<file path="src/cau_pkg.sv">
// shared types and constants for the complex arithmetic unit
package cau_pkg;

  localparam int DW     = 16;
  localparam int Q_W    = DW;
  localparam int SUM_W  = DW + 1;
  localparam int PROD_W = 2 * DW;
  localparam int DEN_W  = 2 * DW;
  localparam int REM_W  = 2 * DW + 1;
  localparam int MAG_W  = 2 * DW + 2;

  typedef enum logic [1:0] {
    OP_ADD = 2'd0,
    OP_SUB = 2'd1,
    OP_MUL = 2'd2,
    OP_DIV = 2'd3
  } op_t;

  typedef struct packed {
    op_t                  operation;
    logic signed [DW-1:0] a_re;
    logic signed [DW-1:0] a_im;
    logic signed [DW-1:0] b_re;
    logic signed [DW-1:0] b_im;
  } in_item_t;

  typedef struct packed {
    logic signed [DW-1:0] res_re;
    logic signed [DW-1:0] res_im;
    logic                 saturated;
    logic                 div_zero;
  } out_item_t;

  // one result part on its way through the divider
  typedef struct packed {
    logic             neg;
    logic [MAG_W-1:0] mag;
    logic             ovf;
    logic [REM_W-1:0] rem;
    logic [Q_W-1:0]   xlo;
    logic [Q_W-1:0]   q;
  } part_t;

  typedef struct packed {
    op_t              op;
    logic             dz;
    logic [DEN_W-1:0] den;
    part_t            re;
    part_t            im;
  } pipe_t;

endpackage

</file>
<file path="src/cau_div_step.sv">
// one restoring divider stage, one quotient bit per part
module cau_div_step import cau_pkg::*; (
  input  logic  clk,
  input  logic  rst_n,
  input  logic  in_valid,
  input  pipe_t in_pipe,
  output logic  out_valid,
  output pipe_t out_pipe
);

  logic  valid_r;
  pipe_t pipe_r;

  function automatic part_t step(part_t p, logic [DEN_W-1:0] den);
    logic [REM_W:0] t;
    part_t          r;
    r     = p;
    t     = {p.rem, p.xlo[Q_W-1]};
    r.xlo = {p.xlo[Q_W-2:0], 1'b0};
    if (t >= (REM_W+1)'(den)) begin
      r.rem = REM_W'(t - (REM_W+1)'(den));
      r.q   = {p.q[Q_W-2:0], 1'b1};
    end else begin
      r.rem = t[REM_W-1:0];
      r.q   = {p.q[Q_W-2:0], 1'b0};
    end
    return r;
  endfunction

  always_ff @(posedge clk) begin
    if (!rst_n) begin
      valid_r <= 1'b0;
    end else begin
      valid_r <= in_valid;
    end
    pipe_r.op  <= in_pipe.op;
    pipe_r.dz  <= in_pipe.dz;
    pipe_r.den <= in_pipe.den;
    pipe_r.re  <= step(in_pipe.re, in_pipe.den);
    pipe_r.im  <= step(in_pipe.im, in_pipe.den);
  end

  assign out_valid = valid_r;
  assign out_pipe  = pipe_r;

endmodule

</file>
<file path="config.mk">
export PLATFORM = sky130hd
export DESIGN_NAME = cau_div_step
export DESIGN_NICKNAME = d
export VERILOG_FILES = /design/src/cau_pkg.sv /design/src/cau_div_step.sv
export SDC_FILE = /design/constraint.sdc
export NUM_CORES = 1
export LEC_CHECK = 0
export ABC_AREA = 1
export BUFFER_PORTS_ARGS = -buffer_cell sky130_fd_sc_hd__buf_2
export CELL_PAD_IN_SITES_DETAIL_PLACEMENT = 0
export CELL_PAD_IN_SITES_GLOBAL_PLACEMENT = 1
export CORE_MARGIN = 2
export CORE_UTILIZATION = 33
export DETAILED_ROUTE_END_ITERATION = 16
export PLACE_DENSITY_LB_ADDON = 0.1
export SYNTH_ARGS = -nofsm -noshare
export SYNTH_HDL_FRONTEND = slang
export SYNTH_SLANG_ARGS = --single-unit
export TNS_END_PERCENT = 10
</file>
<file path="constraint.sdc">
create_clock -name clk -period 2.5 [get_ports clk]
set_input_delay 0.25 -clock clk [delete_from_list [all_inputs] [get_ports clk]]
set_output_delay 0.25 -clock clk [all_outputs]
set_load 0.01 [all_outputs]
</file>
==> impl_metrics.csv <==
group,metric,value,unit
synth,synth_top_family_by_area,"simple AND/OR/NAND/NOR gates",
synth,synth_compound_area_frac,0.0211,
power_and_ir_drop,powerDensity,637,mW/mm^2
sta,fin_tns_setup,0,ns
cells_and_area,final-instance-count-excl-fill,2794,
sta,setup_viol,0,
grt,grt_max_degree,35,
sta,rsz0062_at_grt,"false",
placement,place.gp.congestion,0.873,
floorplanning,core,0.0334,sq mm
floorplanning,die_x,188,um
run_status,status,"finished clean",
cells_and_area,mostFrequentLayoutCells,"nand2_1 (647), buf_2 (473), inv_1 (303)",
grt,grt.overflow.total,0,
grt,grt_usage,0.274,
drt,drc_errors,0,
placement,io_buffers,473,
floorplanning,rows,67,
job,max-cap-violations,0,
power_and_ir_drop,vdd_drop_max,0.000558,V
sta,worst_pin_slew,0.534,ns
placement,hpwlAfterDp,39200,um
synth,synth_cells,1606,
setup_path,worst_setup_path_end_kind,"flop",
floorplanning,dieArea,0.0353,sq mm
synth,ys_types,28,
grt,antenna_found_initial,5,
grt,grt_first_pass_wirelength,73600,um
synth,syn_avg_cell_area,6.95,sq um
sta,final.min_clock_period,2.32,ns
cells_and_area,area_growth,55.1,%
cells_and_area,final_common_cell,"nand2_1",
synth,yosys_warnings,0,
synth,synth_edf_count,0,
cells_and_area,drive_above_1_share,0.236,
synth,synth.area.mux_share,0,
cells_and_area,final_area,0.0173,sq mm
floorplanning,ios,478,
synth,syn_area,0.0112,sq mm
setup_path,cp_max_fo,22,
clock_network,cts_buffers,26,
sta,drv_slew,0,
sta,max_freq,431,MHz
synth,synth_simple_gate_area_frac,0.339,
synth,async_flop_share,0,
placement,place_area,0.0141,sq mm
sta,period_share,0.928,
clock_network,cts_tree,"built",
setup_path,critical_path_arrival,2.74,ns
placement,dp_cells,2516,
clock_network,clock_sinks,236,
drt,wl,49700,um
drt,wl_per_cell,17.8,um
clock_network,htree_levels,1,
floorplanning,die_h,188,um
clock_network,cts-root-buf,"clkbuf_16",
drt,drt_pass1_iterations,5,
drt,drt-initial-drc-count,812,
setup_path,start_kind,"primary input",
synth,ys_seq_elements,236,
synth,yosysSeqAreaShare,0.423,
cells_and_area,nets,2632,
clock_network,clk_pin_slew,0.06,ns
setup_path,cp.required,2.92,ns
grt,grt_pass1_vias,12200,
drt,vias,12300,
synth,yosys.area_share.xor_xnor,0.0235,
drt,viasPerCell,4.39,
sta,hold_viol_final,0,
drt,drtAntennaViolNets,0,
sta,slew_headroom,0.643,
setup_path,critical_path_class,"in -> reg",
hold_path,worstHoldPathType,"in -> reg",
synth,synth_fa_ha_area_frac,0.0753,
clock_network,cts_buffer_depth,3,
floorplanning,initial_core_util,0.334,
synth,synth_ff_type,"dfxtp_1",
power_and_ir_drop,p_leak,9.90,nW
per-stage QoR:
stage / power, mW / utilization / setup WS, ns / hold slack, ns
after floorplan: 5.66 / - / 0.675 / 0.278
after global placement: 6.75 / 0.421 / 0.151 / 0.353
after detailed placement: 6.75 / 0.421 / 0.146 / 0.354
after CTS: 11.1 / 0.516 / 0.171 / 0.00230
after global routing: 11.6 / 0.518 / 0.00354 / 0.0183
final: 11.0 / 0.518 / 0.180 / 0.0202
cell families (layout without fill, tap and decap cells):
logic type,after synthesis,in the layout
other,1,3
adders and majority gates,66,66
DFF,236,236
xor gates and xnor gates,30,30
buffers and inverters,330,1067
AOI/OAI and AO/OA,45,45
and+or+nand+nor,898,899
cell usage after synthesis (2+ instances only):
| cell type | count | share of area |
|---|---|---|
| a21oi_1 | 39 | 0.017 |
| fa_1 | 2 | 0.0036 |
| nand2_2 | 3 | 0.0017 |
| inv_1 | 303 | 0.10 |
| buf_4 | 2 | 0.0013 |
| nand4_4 | 2 | 0.0038 |
| buf_6 | 6 | 0.0060 |
| dfxtp_1 | 236 | 0.42 |
| nor2_2 | 8 | 0.0045 |
| nand3b_1 | 4 | 0.0027 |
| nor2_1 | 77 | 0.026 |
| and2_1 | 9 | 0.0050 |
| nand4_1 | 70 | 0.039 |
| o21bai_1 | 2 | 0.0013 |
| o21ai_1 | 2 | 0.00090 |
| buf_2 | 19 | 0.0085 |
| nor3_1 | 11 | 0.0049 |
| ha_1 | 64 | 0.072 |
| nand2_1 | 647 | 0.22 |
| nand3_4 | 2 | 0.0031 |
| nand3_2 | 2 | 0.0018 |
| a21o_1 | 2 | 0.0013 |
| nand3_1 | 60 | 0.027 |
| xor2_1 | 30 | 0.024 |
path summary, 6_finish.rpt:
path / from / end / slack [ns] / depth (start not counted)
hold / removal: in_pipe[132] / out_pipe[133]$_DFF_P_ / 0.02 / 3
setup / recovery: in_pipe[214] / out_pipe[34]$_DFF_P_ / 0.18 / 11
repair_timing:
item,4_1_cts,5_1_grt
hold buffers,228,0
setup endpoints to repair,0,34
hold endpoints to repair,227,0
gates resized for setup,0,5
setup buffers,0,1
cell type report:
cell class,count,area (sq um)
sequential,236,4720
clock inverter,12,161
fill,3227,16100
timing repair buffer,717,4830
tap,448,561
clock buffer,35,744
inverter,303,1140
multi-input combinational,1042,5160
antenna,1,2.50
worst max-delay path, stage by stage:
cell and delay (ns):
dlygate4sd3_1 0.58, buf_2 0.17, inv_1 0.10, ha_1 0.37, nand2_1 0.12, nor2_2 0.19
and3_1 0.32, nand4_4 0.18, buf_4 0.26, nand4_1 0.12, nand2_1 0.08
where the power goes:
group	switching (mW)	internal [mW]
combinational	1.62	1.12
clock	1.63	2.40
sequential	0.119	4.13
total	3.37	7.66
flip-flops by register name, summed over array words and instances, names as in the netlist:
name,cells
out_pipe,235
out_valid,1
routing by layer:
| layer | vias up | GRT usage | routed length (um) |
|---|---|---|---|
| li1 | 6317 | - | - |
| met1 | 5440 | 0.346 | 21800 |
| met2 | 419 | 0.461 | 22600 |
| met3 | 87 | 0.0608 | 3330 |
| met4 | 4 | 0.0948 | 1900 |
| met5 | - | 0 | 27 |
(Power assumes the default switching activity.)
