===== config.mk =====
export PLATFORM = sky130hd
export DESIGN_NAME = cau_back
export DESIGN_NICKNAME = d
export VERILOG_FILES = /design/src/cau_pkg.sv /design/src/cau_back.sv
export SDC_FILE = /design/constraint.sdc
export NUM_CORES = 1
export LEC_CHECK = 0
export BUFFER_PORTS_ARGS = -buffer_cell sky130_fd_sc_hd__buf_2
export CELL_PAD_IN_SITES_DETAIL_PLACEMENT = 0
export CELL_PAD_IN_SITES_GLOBAL_PLACEMENT = 1
export CORE_UTILIZATION = 22
export CTS_CLUSTER_DIAMETER = 200
export CTS_CLUSTER_SIZE = 10
export DETAILED_ROUTE_END_ITERATION = 7
export HOLD_SLACK_MARGIN = 0.08
export PLACE_DENSITY = 0.8
export SLEW_MARGIN = 40
export SYNTH_ARGS = -nofsm -noshare
export SYNTH_HDL_FRONTEND = slang
export SYNTH_SLANG_ARGS = --single-unit

===== constraint.sdc =====
create_clock -name clk -period 3.1 [get_ports clk]
set_clock_uncertainty 0.15 [all_clocks]
set_input_delay 0.775 -clock clk [delete_from_list [all_inputs] [get_ports clk]]
set_output_delay 0.775 -clock clk [all_outputs]
set_load 0.03 [all_outputs]

===== src/cau_pkg.sv =====
// shared types and constants for the complex arithmetic unit
package cau_pkg;

  localparam int DW     = 16;
  localparam int Q_W    = DW;
  localparam int SUM_W  = DW + 1;
  localparam int PROD_W = 2 * DW;
  localparam int DEN_W  = 2 * DW;
  localparam int REM_W  = 2 * DW + 1;
  localparam int MAG_W  = 2 * DW + 2;

  typedef enum logic [1:0] {
    OP_ADD = 2'd0,
    OP_SUB = 2'd1,
    OP_MUL = 2'd2,
    OP_DIV = 2'd3
  } op_t;

  typedef struct packed {
    op_t                  operation;
    logic signed [DW-1:0] a_re;
    logic signed [DW-1:0] a_im;
    logic signed [DW-1:0] b_re;
    logic signed [DW-1:0] b_im;
  } in_item_t;

  typedef struct packed {
    logic signed [DW-1:0] res_re;
    logic signed [DW-1:0] res_im;
    logic                 saturated;
    logic                 div_zero;
  } out_item_t;

  // one result part on its way through the divider
  typedef struct packed {
    logic             neg;
    logic [MAG_W-1:0] mag;
    logic             ovf;
    logic [REM_W-1:0] rem;
    logic [Q_W-1:0]   xlo;
    logic [Q_W-1:0]   q;
  } part_t;

  typedef struct packed {
    op_t              op;
    logic             dz;
    logic [DEN_W-1:0] den;
    part_t            re;
    part_t            im;
  } pipe_t;

endpackage


===== src/cau_back.sv =====
// result select and saturation stage
module cau_back import cau_pkg::*; (
  input  logic      clk,
  input  logic      rst_n,
  input  logic      in_valid,
  input  pipe_t     in_pipe,
  output logic      out_valid,
  output out_item_t out_item
);

  localparam logic [MAG_W-1:0] HALF = MAG_W'(1) << (DW - 1);

  logic      valid_r;
  out_item_t item_r;
  out_item_t item_nxt;
  logic      clip_re, clip_im;

  function automatic logic [DW:0] sat(part_t p, op_t op);
    logic [MAG_W-1:0] m;
    logic [MAG_W-1:0] nm;
    logic [DW:0]      r;
    if (op == OP_DIV) begin
      m = p.ovf ? '1 : MAG_W'(p.q);
    end else begin
      m = p.mag;
    end
    nm = ~m + MAG_W'(1);
    if (p.neg) begin
      if (m > HALF) begin
        r = {1'b1, HALF[DW-1:0]};
      end else begin
        r = {1'b0, nm[DW-1:0]};
      end
    end else begin
      if (m > HALF - MAG_W'(1)) begin
        r = {1'b1, ~HALF[DW-1:0]};
      end else begin
        r = {1'b0, m[DW-1:0]};
      end
    end
    return r;
  endfunction

  always_comb begin
    {clip_re, item_nxt.res_re} = sat(in_pipe.re, in_pipe.op);
    {clip_im, item_nxt.res_im} = sat(in_pipe.im, in_pipe.op);
    item_nxt.saturated = clip_re | clip_im;
    item_nxt.div_zero  = in_pipe.dz;
    if (in_pipe.dz) begin
      item_nxt.res_re    = '0;
      item_nxt.res_im    = '0;
      item_nxt.saturated = 1'b0;
    end
  end

  always_ff @(posedge clk) begin
    if (!rst_n) begin
      valid_r <= 1'b0;
    end else begin
      valid_r <= in_valid;
    end
    item_r <= item_nxt;
  end

  assign out_valid = valid_r;
  assign out_item  = item_r;

endmodule


==> flow_metrics.env <==
export IMPL_met2_usage=0.264
export IMPL_synthTopCellsByArea="dfxtp_1 (24%), a21oi_1 (7.4%), nand2_1 (4.0%)"
export IMPL_post_drt_wl_per_cell_um=14.9
export IMPL_start_util=0.228
export IMPL_yosysUniqueCellTypes=67
export IMPL_hold_viol=0
export IMPL_max_freq_mhz=335
export IMPL_firstDrtPassIters=4
export IMPL_endpoint_kind="flip-flop"
export IMPL_drt_initial_drc_count=193
export IMPL_dp_hpwl_um=9130
export IMPL_dieArea_um2=13700
export IMPL_die_y_um=117
export IMPL_port_buffers=144
export IMPL_tritoncts="yes"
export IMPL_power_density_nw_per_um2=326
export IMPL_finalCritPeriodShare=0.962
export IMPL_crit_family="simple AND/OR/NAND/NOR gates"
export IMPL_crit_chain="buf_2, buf_4, and4bb_1, o22ai_1, or4b_1, o31a_1, or2_1, buf_4, o31ai_1"
export IMPL_ys_flop_type="dfxtp_1"
export IMPL_final_nets=803
export IMPL_synth_area_per_cell_um2=7.92
export IMPL_crit_type="input port to flip-flop"
export IMPL_overflow=0
export IMPL_area_growth_pct=55.4
export IMPL_grt_use_total=0.163
export IMPL_num_rows=41
export IMPL_crit_arrival_ns=3.02
export IMPL_synth_edf_count=0
export IMPL_drive_gt1_frac=0.487
export IMPL_start_kind="input port"
export IMPL_final_setup_tns_ns=0
export IMPL_grt_pass1_vias=3497
export IMPL_ant_nets=0
export IMPL_gp_congestion=0.909
export IMPL_yosysWarnings=0
export IMPL_cts_sinks=35
export IMPL_synth_seq_area_share=0.240
export IMPL_ioPinCount=275
export IMPL_htreeDepth=2
export IMPL_grt_util_met1=0.230
export IMPL_worst_hold_slack_ns=0.478
export IMPL_vias=3654
export IMPL_drv_slew=0
export IMPL_maxCapViolCount=0
export IMPL_met3_usage=0.0185
export IMPL_clock_path_buffers=2
export IMPL_hold_class="input port to flip-flop"
export IMPL_grt_busiest_layer="met2"
export IMPL_slew_headroom=0.617
export IMPL_clk_pin_slew_worst_paths_ns=0.05
export IMPL_crit_top_cell="buf_4"
export IMPL_cpPeakStageDelay_ns=0.57
export IMPL_irDropWorstVdd_mv=0.159
export IMPL_critical_path_buf_inv_count=3
export IMPL_period_needed_ns=2.98
export IMPL_grt_pass1_wl_um=17400
export IMPL_syn_cell_area_um2=2910
export IMPL_async_flop_share=0
export IMPL_core_region_area_um2=12800
export IMPL_cts_root_buf="clkbuf_16"
export IMPL_cp_required_ns=3.14
export IMPL_drt_total_wl_um=10900
export IMPL_dieWidth_um=117
export IMPL_grt_max_degree=33
export IMPL_drcViolationCount=0
export IMPL_via_per_inst=4.99
export IMPL_num_fill_cells=1363
export IMPL_p_leak_nw=2.10
export IMPL_yosysTopAreaCell="dfxtp_1"
export IMPL_worst_slew_pin_slew_ns=0.568
export IMPL_crit_slowest_cell="or4b_1"
export IMPL_syn_inst=368
export IMPL_worstPathMaxFanout=11
export IMPL_final_common_cell="buf_2"
export IMPL_status="complete, no violations"
export IMPL_final_cell_mix="buf_2 (143), buf_4 (66), a21oi_1 (41), dfxtp_1 (35), nand2_1 (30)"
export IMPL_synth_top_area_share=0.240
export IMPL_finalSetupViolCount=0
export IMPL_antenna_found_initial=0
export IMPL_synth_seq_cells=35
export IMPL_syn_nets=612
export IMPL_cts_made_buffers=5
path summary, 6_finish.rpt:
path | start | cells after the start | slack, ns | end
setup / recovery | in_pipe[236] | 9 | 0.12 | out_item[2]$_SDFF_PP0_
hold / removal | in_pipe[234] | 1 | 0.48 | out_item[0]$_DFF_P_
power breakdown:
part	internal, mW	switching (mW)
clock network	0.313	0.180
registers	0.477	0.00635
logic	0.223	0.278
total	1.01	0.465
cell usage after synthesis (4+ instances only):
cell,n
a21oi_1,43
dfxtp_1,35
nand2_1,31
nor2_1,20
clkbuf_1,13
a211o_1,12
o31ai_1,12
nand3_1,11
mux2_2,10
or2_2,9
or4_1,9
buf_2,8
o211a_1,8
o21ai_0,8
o22ai_1,8
or3_1,8
inv_1,7
a211oi_1,6
a31oi_1,6
and4bb_2,6
mux2i_1,6
a21o_1,5
buf_4,5
nor3_1,5
nor4_1,5
ha_1,4
nand4_1,4
nor4bb_1,4
state kept, by name, summed over array words and instances (netlist names):
signal     cells
out_item      34
out_valid      1
through the flow:
| step | utilization | worst slack, ns | std cells | power [mW] | area (µm²) |
|---|---|---|---|---|---|
| after floorplan | - | 0.00221 | 368 | 0.766 | 3000 |
| after global placement | 0.337 | -0.196 | 723 | 0.975 | 4300 |
| after detailed placement | 0.337 | -0.211 | 723 | 0.983 | 4300 |
| after CTS | 0.348 | 0.0804 | 730 | 1.49 | 4450 |
| after global routing | 0.354 | -0.0311 | 731 | 1.56 | 4530 |
| final | 0.354 | 0.119 | 732 | 1.48 | 4530 |
cell families after synthesis:
group | synth area share
compound gates | 0.331
simple gates | 0.289
buf+inv | 0.0575
flops | 0.240
mux | 0.0593
fa+ha+maj | 0.0172
xor+xnor | 0.00601
cell type report:
type	instances	area (µm²)	area share
diodes	1	2.50	0.000553
clock buffers	6	139	0.0307
clock inverters	1	5.00	0.00111
inverters	8	30.0	0.00663
multi-input cells	296	2170	0.478
flip-flops and latches	35	701	0.155
well taps	172	215	0.0475
repair buffers	213	1270	0.280
metal layers:
metal / part of all wire / vias to the layer above
met3: 0.068 / 8
met1: 0.47 / 1695
met5: 0 / -
met4: 0.011 / 0
met2: 0.45 / 137
li1: - / 1814
timing repair:
action | in CTS | in global routing
hold endpoints to repair | 0 | 0
gates resized for setup | 0 | 15
setup endpoints to repair | 0 | 20
hold buffers | 0 | 0
setup buffers | 0 | 1
No activity file was read; power rests on OpenSTA's default activity.
